[config.mk]
export PLATFORM = sky130hd
export DESIGN_NAME = diit_front
export DESIGN_NICKNAME = d
export VERILOG_FILES = /design/src/hdl/diit_pkg.sv /design/src/hdl/diit_front.sv
export SDC_FILE = /design/constraint.sdc
export NUM_CORES = 1
export LEC_CHECK = 0
export BUFFER_PORTS_ARGS = -buffer_cell sky130_fd_sc_hd__buf_2
export CORE_UTILIZATION = 40
export CTS_CLUSTER_SIZE = 12
export DETAILED_ROUTE_END_ITERATION = 16
export PLACE_DENSITY = 0.66
export SLEW_MARGIN = 20
export SYNTH_ARGS = -nofsm -noshare
export SYNTH_HDL_FRONTEND = slang
export SYNTH_SLANG_ARGS = --single-unit
[constraint.sdc]
create_clock -name i_clk -period 3.5 [get_ports i_clk]
set_input_delay 0.525 -clock i_clk [delete_from_list [all_inputs] [get_ports i_clk]]
set_output_delay 0.525 -clock i_clk [all_outputs]
set_load 0.005 [all_outputs]
[src/hdl/diit_pkg.sv]
`timescale 1ns / 1ps
`default_nettype none
// ----------------------------------------------------------------------------
// diit_pkg: shared types and constants
// Widths, opcodes and the front-to-back command record of the interning table.
// ----------------------------------------------------------------------------
package diit_pkg;
    localparam int TableEntries = 256;
    localparam int IdBits       = 8;
    localparam int CountBits    = 9;
    localparam int ItemBits     = 16;
    localparam int KeyBits      = 32;
    localparam int QueueDepth   = 2;

    localparam logic [1:0] OpTranslate = 2'd0;
    localparam logic [1:0] OpQuery     = 2'd1;
    localparam logic [1:0] OpRetrieve  = 2'd2;
    localparam logic [1:0] OpClear     = 2'd3;

    typedef struct packed {
        logic [1:0]          opcode;
        logic [ItemBits-1:0] item_index;
        logic [KeyBits-1:0]  key_value;
        logic [IdBits-1:0]   id_in;
    } t_cmd;

    typedef struct packed {
        logic [IdBits-1:0]    id_out;
        logic                 found;
        logic                 is_new;
        logic                 error_flag;
        logic [ItemBits-1:0]  item_out;
        logic [KeyBits-1:0]   key_out;
        logic [CountBits-1:0] entry_count;
    } t_res;
endpackage
`default_nettype wire

[src/hdl/diit_front.sv]
`timescale 1ns / 1ps
`default_nettype none
// ----------------------------------------------------------------------------
// diit_front: command queue
// Accepts items and holds them until the back end takes them.
// ----------------------------------------------------------------------------
module diit_front (
    input  wire              i_clk,
    input  wire              i_rst_n,
    input  wire              i_push,
    input  diit_pkg::t_cmd   i_cmd,
    output logic             o_full,
    output logic             o_valid,
    output diit_pkg::t_cmd   o_cmd,
    input  wire              i_take
);
    diit_pkg::t_cmd r_q [diit_pkg::QueueDepth];
    logic r_wp, r_rp;
    logic [1:0] r_cnt;
    logic do_push, do_take;

    assign o_full  = (r_cnt == 2'(diit_pkg::QueueDepth));
    assign o_valid = (r_cnt != 2'd0);
    assign o_cmd   = r_q[r_rp];
    assign do_push = i_push && !o_full;
    assign do_take = i_take && o_valid;

    always_ff @(posedge i_clk) begin
        if (do_push) begin
            r_q[r_wp] <= i_cmd;
        end
        if (!i_rst_n) begin
            r_wp <= 1'b0;
            r_rp <= 1'b0;
            r_cnt <= 2'd0;
        end else begin
            if (do_push) r_wp <= ~r_wp;
            if (do_take) r_rp <= ~r_rp;
            r_cnt <= r_cnt + 2'(do_push) - 2'(do_take);
        end
    end
endmodule
`default_nettype wire

# Word level (Yosys, flattened, before mapping)
# Memories as Yosys holds them, arrays and structs flattened. A register that Yosys moved wholly into a read port is not among the register bits.
# Index checks and enable logic that the tools add are counted.
totals:
  register_bits: 4
  mem_bits_rw: 116
  input_bits: 62
  memories: 1
classes:
  addsub: 2
  eq_ne: 1
  mux: 4
  bitwise_logic: 2
  n_reduce_logical: 4
memory_table:
  columns: ["name", "words", "width", "read_ports", "rd_clocked_by_memory_dff", "write_ports", "line", "source"]
  rows:
  - ["r_q", 2, 58, 1, 1, 1, "diit_front.sv:17", "diit_pkg::t_cmd r_q [diit_pkg::QueueDepth];"]
op_table:
  columns: ["op", "n"]
  rows:
  - ["$mux 1", 4]
  - ["$add 2x1->2", 1]
  - ["$eq 2x2->1 const B", 1]
  - ["$logic_and 1x1->1", 2]
  - ["$not 1->1", 2]
  - ["$reduce_bool 2->1", 1]
  - ["$sub 2x1->2", 1]
  - ["$logic_not 1->1", 1]

# Depth between registers and ports, before layout
logic_depth:
  depth_word: 5
  depth_mapped: 8
  ltp_nobuf: 8

# Worst setup path before layout
# No wires, ideal clock.
synth_timing:
  path_type: "input-to-reg"
  startpoint: "input i_push"
  endpoint: "memory r_q[0][0] (netlist name) (enable)"
  setup_time_ns: 0.474
  arrival_time_ns: 3.047
  required_time_ns: 3.026
  setup_slack_ns: -0.021
  cell_stages: 2
  n_path_buf: 0
  cell_sequence: "nand2_1 > nor2_1"
synth_between:
  elab_chain_len: 3
synth_rtl:
  columns: ["item", "line", "source"]
  rows:
  - ["start, declared", "diit_front.sv:10", "input wire i_push,"]
  - ["$logic_and 1x1->1", "diit_front.sv:25", "assign do_push = i_push && !o_full;"]
  - ["$mux 1", "diit_front.sv:29", "if (do_push) begin"]
  - ["$mux 1 (implied by the code)", "diit_front.sv:30", "r_q[r_wp] <= i_cmd;"]
  - ["end, declared", "diit_front.sv:17", null]
# Every way passes these cells.

==> impl_metrics.csv <==
group,metric,value,unit
finish,final_common_cell,"buf_2",
logic_synthesis,avgSynthCellArea,21.8,um2
hold_path,min_to,"r_q[1][19]",
hold_path,hp-start,"i_cmd[19]",
place,io_buffers,121,
logic_synthesis,syn_inst,206,
floorplanning,die_w,108,um
logic_synthesis,yosysWarningCount,0,
setup_path,crit_type,"register to output pin",
setup_path,cp-end-kind,"output pin",
outcome,status,"completed",
clock_tree,h-tree-depth,4,
detailed_routing,drtIter0Drc,78,
logic_synthesis,synth_cell_types,18,
timing,fmaxAchievable,0.389,GHz
setup_path,required,2.97,ns
timing,finClkSkew,0.00964,ns
detailed_routing,vias,2290,
pwr,power_density,763,nW/um2
timing,worst_pin_slew,0.903,ns
finish,nets,406,
place,gp_congestion,0.670,
detailed_routing,vias_per_cell,4.63,
clock_tree,clk_latency,0.51,ns
logic_synthesis,synthesis.area,4490,um2
timing,setup_violations,0,
global_routing,grt_pass1_wl,11300,um
clock_tree,cts_setup_buffers,0,
global_routing,grt_antenna_before_repair,0,
finish,antenna_cells,0,
logic_synthesis,synth_seq_cells,121,
floorplanning,start_util,0.413,
timing,grt_setup_unrepaired,"no",
timing,period_share,0.735,
timing,max-slew-margin-rel,0.398,
floorplanning,ios,122,
detailed_routing,ant_nets,0,
global_routing,grt_pass1_vias,2323,
hold_path,hp-class,"input port to register",
setup_path,start_kind,"register",
detailed_routing,wl,7440,um
pwr,pwr-share-clk,0.383,
floorplanning,die_area,11700,um2
clock_tree,cts-buffers-inserted,17,
logic_synthesis,syn-num-nets,270,
setup_path,reg2reg_depth,4,
pwr,totalPowerFinal,4.45,mW
finish,final_util,0.536,
floorplanning,rows,38,
pwr,leakagePower,2.27,nW
clock_tree,cts_tree,"yes",
clock_tree,clk_path_buf_depth,2,
setup_path,r2r_setup_slack,1.69,ns
timing,drv_slew,0,
floorplanning,die_height,108,um
pwr,switchingPower,1.03,mW
clock_tree,clock-sinks,121,
detailed_routing,firstDrtPassIters,4,
global_routing,grt_overflow,0,
pwr,comb_power_share,0.174,
pwr,internal_power,3.43,mW
setup_path,cp.arrival,2.05,ns
hold_path,hold_depth,1,
global_routing,grtUsageTotal,0.138,
setup_path,r2r-start,"r_cnt[0]",
timing,hold_viol,0,
clock_tree,hold_buffers,0,
place,dp_hpwl,4420,um
clock_tree,cts_resized,0,
timing,period_needed,2.57,ns
timing,finalSetupTns,0,ns
pwr,swShare,0.230,
finish,drive_gt1_frac,0.594,
logic_synthesis,seq_area_frac_synth,0.797,
global_routing,grt_start_max_net_pins,59,
setup_path,cp_max_fo,58,
pwr,seqPwrFrac,0.443,
pwr,peakVddDrop,0.000479,V
clock_tree,cts-root-buf,"clkbuf_8",
floorplanning,fp.coreArea,10900,um2
job,cap_violations,0,
detailed_routing,wl_per_cell,15.0,um
finish,layout_common_cells,"121 x buf_2, 116 x edfxtp_1, 38 x mux2_2, 20 x mux2_4, 16 x clkbuf_16",
detailed_routing,drc_errors,0,
setup_path,r2r_end,"r_q[0][50]",
clock_tree,path_clk_slew,0.06,ns
finish,nFillCells,893,
finish,area_delta_synth_final,29.8,%
## area by class of cell
cell class                 count  area, um2  area share
tap                          140        175      0.0300
inverter                       3       11.3     0.00193
clock inverter                11        153      0.0262
sequential                   121       3590       0.615
multi-input combinational     76        860       0.147
timing repair buffer         123        621       0.106
clock buffer                  21        429      0.0735
## metrics by stage
stage	setup WS (ns)	hold slack (ns)	area (um2)	instances
detailed placement	1.42	0.512	5250	463
CTS	0.874	0.174	5840	495
floorplan	0.947	0.466	4500	206
global placement	1.43	0.496	5250	463
global route	0.795	0.167	5840	495
finish	0.927	0.194	5840	495
## critical path, stage by stage (launching register included)
cell and delay (ns):
dfxtp_4 0.94, mux2_2 0.43, buf_2 0.13
## logic make-up (layout without fill, tap and decap cells)
logic type      after synthesis  after routing  share of synthesized area
simple gates                 11             11                     0.0120
fa+ha+maj                     2              2                    0.00557
mux                          59             59                      0.164
flops                       121            121                      0.797
buf+inv                       9            158                     0.0134
compound gates                1              1                    0.00167
xor+xnor                      3              3                    0.00585
## state kept, by name (all words and copies together) (netlist names), named ones only
name   cells
r_rp       1
r_cnt      2
r_q      116
r_wp       1
## synthesized netlist by cell type
cell      number  area, um2
edfxtp_1     116       3480
mux2_2        38        428
mux2_4        20        300
dfxtp_1        5        100
nor2_1         4       15.0
buf_2          3       15.0
buf_6          3       33.8
inv_1          3       11.3
ha_1           2       25.0
nand2_1        2       7.51
nand2b_1       2       12.5
xnor2_1        2       17.5
and2_1         1       6.26
and3_1         1       6.26
mux2i_1        1       10.0
o21a_1         1       7.51
or2_2          1       6.26
xor2_1         1       8.76
## power by group through the flow
stage / clock network, mW / logic (mW) / registers (mW)
2_1_floorplan: 0 / 0.569 / 1.90
3_3_place_gp: 0 / 0.780 / 2.00
3_5_place_dp: 0 / 0.788 / 2.01
4_1_cts: 1.74 / 0.794 / 1.98
5_1_grt: 1.81 / 0.855 / 2.00
6_report: 1.70 / 0.775 / 1.97
## worst max-delay path by stage
| stage | cells after the start | to | start |
|---|---|---|---|
| finish | 2 | o_cmd[11] | register |
| global route | 2 | o_cmd[57] | register |
| CTS | 2 | o_cmd[11] | register |
| detailed placement | 2 | o_cmd[11] | register |
| global placement | 2 | o_cmd[11] | register |
| floorplan | 2 | r_q[0][0] | i_push |
## layer usage
metal / part of all wire / vias to the layer above / GRT usage / wire, um
met2: 0.48 / 90 / 0.218 / 3550
met4: 0.023 / 0 / 0.0793 / 171
li1: - / 1077 / - / -
met1: 0.42 / 1108 / 0.154 / 3090
met5: 0 / - / 0 / 0
met3: 0.084 / 15 / 0.0627 / 627
(Power assumes the default switching activity.)
